<file path="src/sv/tlpm_ram.sv">
// ----------------------------------------------------------------------------
// tlpm_ram
// Generic simple dual-port RAM, one write port, one registered read port.
// ----------------------------------------------------------------------------
module tlpm_ram #(
   parameter int WIDTH = 8,
   parameter int DEPTH = 16
) (
   input  logic                     clock,
   input  logic                     wr_en,
   input  logic [$clog2(DEPTH)-1:0] wr_addr,
   input  logic [WIDTH-1:0]         wr_data,
   input  logic                     rd_en,
   input  logic [$clog2(DEPTH)-1:0] rd_addr,
   output logic [WIDTH-1:0]         rd_data
);

   logic [WIDTH-1:0] mem_ff [DEPTH];
   logic [WIDTH-1:0] rd_data_ff;

   always_ff @(posedge clock) begin
      if (wr_en) begin
         mem_ff[wr_addr] <= wr_data;
      end
      if (rd_en) begin
         rd_data_ff <= mem_ff[rd_addr];
      end
   end

   assign rd_data = rd_data_ff;

endmodule

</file>
<file path="config.mk">
export PLATFORM = sky130hd
export DESIGN_NAME = tlpm_ram
export DESIGN_NICKNAME = d
export VERILOG_FILES = /design/src/sv/tlpm_ram.sv
export SDC_FILE = /design/constraint.sdc
export NUM_CORES = 1
export LEC_CHECK = 0
export CAP_MARGIN = 20
export CORE_MARGIN = 1
export CORE_UTILIZATION = 35
export CTS_BUF_LIST = sky130_fd_sc_hd__clkbuf_16
export DETAILED_ROUTE_END_ITERATION = 8
export DONT_BUFFER_PORTS = 1
export GPL_ROUTABILITY_DRIVEN = 0
export PLACE_DENSITY = 0.6
export SETUP_SLACK_MARGIN = 0.15
export SLEW_MARGIN = 0
export SYNTH_ARGS = -nofsm -noshare
export SYNTH_HDL_FRONTEND = slang
export SYNTH_SLANG_ARGS = --single-unit
</file>
<file path="constraint.sdc">
create_clock -name clock -period 2 [get_ports clock]
set_clock_uncertainty 0.2 [all_clocks]
set_input_delay 0.4 -clock clock [delete_from_list [all_inputs] [get_ports clock]]
set_output_delay 0.4 -clock clock [all_outputs]
set_load 0.02 [all_outputs]
</file>
==> summary by stage <==
Worst setup path
Along the worst path, the maximum fanout reaches 1. For this run, the slowest stage of the critical path takes 0.55 ns. STA classifies the critical path endpoint as a flop. The worst register-to-register path has a setup slack of 0.27 ns. The kind of cell with the highest combined delay along the critical path is multiplexers. The critical path start-end classification is reg -> reg. The worst register-to-register path has a depth of 3. The source of the worst register-to-register timing path is mem_ff[9][3]$_DFFE_PP_. The endpoint of the lowest-slack register-to-register path is rd_data[3]$_DFFE_PP_. Counting both buffers and inverters, the worst setup path holds a total of 0. The slowest stage of the critical path belongs to the cell mux4_1. For the worst setup path, the data arrival time is between 1.5 and 2 ns. The worst setup path is launched from a flop. The required time at the worst-slack endpoint is slightly below 2 ns. The signal on the critical path passes through mux4_1 > a22oi_1 > nand2_1.

CTS
The hold buffer count at CTS is 9. The count of cells resized by post-cts repair is 0. Clock-pin slew was measured on the worst setup and hold paths at 0.05 ns. The number of H-tree branching levels is 4. The post-CTS setup-driven buffer insertion count is 0. The clock network latency to the later pin of the worst-skew pair is 0.41 ns. The worst-case clock buffer depth is 2. The number of sinks driven by the clock tree is 136. In this run the clock root is driven by a clkbuf_16. TritonCTS built the clock tree. In this run, CTS created clock tree buffers numbering 17.

Power
Power spread over the standard cell area amounts to 1050 nW/um^2. The sequential share of power is 50.3%. The clock network fraction of total power is 46.3%. The switching power is 1.23 mW. The internal power is 5.24 mW. The switching power as a share of total power is between 10% and 20%. The worst vdd rail ir drop is 0.577 mV. In this run the static leakage power is 2.02 nW. The share of total power dissipated in combinational logic is 3.5%.

Final layout
The number of antenna diodes in the final layout is 0. Compared with the post-synthesis result, the final layout area differs by 17.8%. The net total in the final layout is 283. Of the cells placed in the final design, the portion with a size suffix greater than 1 is 22.9%. The final design utilization is a little over two fifths.

The final-layout fill cell count is 1269.

Synthesis
The netlist uses 18 different library cells. The async set or reset register ratio after synthesis is 0%. In this run the cell area of the synthesized design comes to between 5000 and 6000 sq um.

The top cell type by area accounts for 78.1% of the synthesized area. The net count after synthesis is 248. The warning count from the yosys run is 0.

Summed over all instances, the cell type with the most area after synthesis is edfxtp_1. The flip-flop cell with the highest count after synthesis is edfxtp_1. The synthesized design contains 136 register bits. Among all cell types in the netlist, the one instantiated most often is edfxtp_1. The share of the Yosys chip area taken by registers is 78.1%. The average instance area after synthesis is between 20 and 25 sq um. The commonest cells after synthesis are 136 x edfxtp_1, 18 x mux4_2, 16 x a22oi_1, 14 x mux4_1, 13 x nor2_1.

The number of enable-type register cells in the synthesized netlist is 136. Ranked by total cell area, the synthesized netlist is headed by edfxtp_1 78%, mux4_2 7.8%, mux4_1 7.0%, a22oi_1 2.3%, nor2_1 0.93%. Synthesis produced 229 cells.

Place
The number of port buffers is 0. Detailed placement finished with a half-perimeter wire length of 6100 um.

Floorplanning
The floorplan die area is between 15000 and 20000 sq um. The die is 124 um wide. The starting utilization of the core area is roughly 36%. 27 I/O pins were placed. The core area is between 10000 and 15000 sq um. The number of cell rows is between 40 and 50.

The vertical die dimension is 124 um.

Route
For this run, design rule violations remaining after detail routing come to 0. The number of detailed-route iterations in the first pass is 4. After detailed routing, the number of vias per cell comes to slightly above 5. For this block, the via count after detailed routing is 2385. In this run the remaining antenna-violating nets after routing total 0. The count of routing violations after the opening detailed-route iteration is ~170. Wires add up to about 9600 um. After detailed routing, the average wire length per cell comes to between 20 and 25 um.

Hold path
The tightest min-delay check is of the in -> reg type. The worst hold path passes through 2 cells. In this run the most critical hold path is launched from wr_addr[1]. The terminating pin of the worst hold path is mem_ff[0][2]$_DFFE_PP_.

STA
The number of endpoints failing setup at the final stage is 0. The final worst-path cycle share is 86.6%. The count of final max-slew check failures is 0. For the final routed database, the setup TNS stands at 0 ns. Based on the critical path, the design can be clocked at up to 578 MHz. The transition time at the pin with the least slew margin is 0.601 ns. The worst pin sits at a relative slew slack of 59.8%. The number of hold-slack violations in the final timing report is 0. The routed design could run at a clock period as short as 1.73 ns. Setup repair after global routing left no endpoint under its margin.

Status
The run finished with clean final reports.

Global routing
In the global route stage, overall resource usage came out at a little over an eighth. The global route total overflow is 0. The initial antenna violation count was 0. The wire length of the first global-routing pass is approximately 15000 um. The maximum number of pins on one net before global-route repair is 33.

The number of global-route vias before repair is 2526.

Run
The tool flagged a number of max-cap violations equal to 0.
## cell type report
type	instances	area (sq um)	share of cell area (%)
Clock inverter	13	139	2.26
Multi-Input combinational cell	83	1060	17.2
Timing Repair Buffer	26	218	3.54
Tap cell	184	230	3.74
Sequential cell	136	4080	66.3
Clock buffer	17	425	6.91
## how the worst max path moves through the flow
stage                      endpoint  slack, ns  cells past startpoint                    from
3_5_place_dp   rd_data[3]$_DFFE_PP_       0.19                      3              rd_addr[0]
5_1_grt        rd_data[3]$_DFFE_PP_       0.20                      3  mem_ff[1][3]$_DFFE_PP_
6_report       rd_data[3]$_DFFE_PP_       0.27                      3  mem_ff[9][3]$_DFFE_PP_
4_1_cts        rd_data[3]$_DFFE_PP_       0.27                      3  mem_ff[9][3]$_DFFE_PP_
3_3_place_gp   rd_data[3]$_DFFE_PP_       0.20                      3              rd_addr[0]
2_1_floorplan  rd_data[1]$_DFFE_PP_       0.12                      5              rd_addr[0]
## cell usage in the layout, fill, tap and decap left out
cell / count
nor2_1: 13
inv_1: 1
nor2b_1: 1
clkinv_2: 5
edfxtp_1: 136
bufinv_16: 3
and2_1: 1
clkinv_1: 3
a22oi_1: 16
mux4_2: 18
and2b_1: 1
nand2_1: 9
clkbuf_16: 17
nor3_2: 1
mux4_1: 14
nand3_1: 1
nand2b_1: 2
nand3b_1: 2
nor3_1: 3
clkinv_4: 1
buf_4: 17
dlygate4sd3_1: 9
or3b_2: 1
## stage by stage
stage          cells  hold slack [ns]  cell area (sq um)  worst slack [ns]  total power, mW
2_1_floorplan    229            0.299               5240             0.124             3.47
3_3_place_gp     420            0.300               5500             0.204             3.48
3_5_place_dp     420            0.300               5500             0.195             3.49
4_1_cts          459            0.150               6160             0.272             6.51
5_1_grt          459            0.155               6160             0.205             6.64
6_report         459            0.160               6160             0.269             6.46
## layer usage
metal	wire [um]	up-vias	global-route usage, %	share of wire, %
li1	-	1047	-	-
met1	4310	1250	18.5	45
met2	4460	75	19.6	47
met3	639	13	4.53	6.7
met4	148	0	5.53	1.5
met5	0	-	0	0
## sequential cells by signal, summed over array words and instances (netlist names)
signal	count
rd_data	8
mem_ff	128
## cell families (layout without fill, tap and decap cells)
kind of cell,count (synthesis),after routing,share of synthesized area [%]
simple gates,35,35,3.14
mux,32,32,14.8
flops,136,136,78.1
compound gates,16,16,2.30
buf+inv,10,56,1.65
## power groups by stage
| stage | logic (mW) | clock network [mW] | registers, mW |
|---|---|---|---|
| finish | 0.223 | 2.99 | 3.25 |
| global route | 0.244 | 3.14 | 3.26 |
| CTS | 0.227 | 3.03 | 3.25 |
| detailed placement | 0.175 | 0 | 3.31 |
| global placement | 0.174 | 0 | 3.31 |
| floorplan | 0.164 | 0 | 3.30 |
Note: power is estimated with default switching activity, not from simulation.
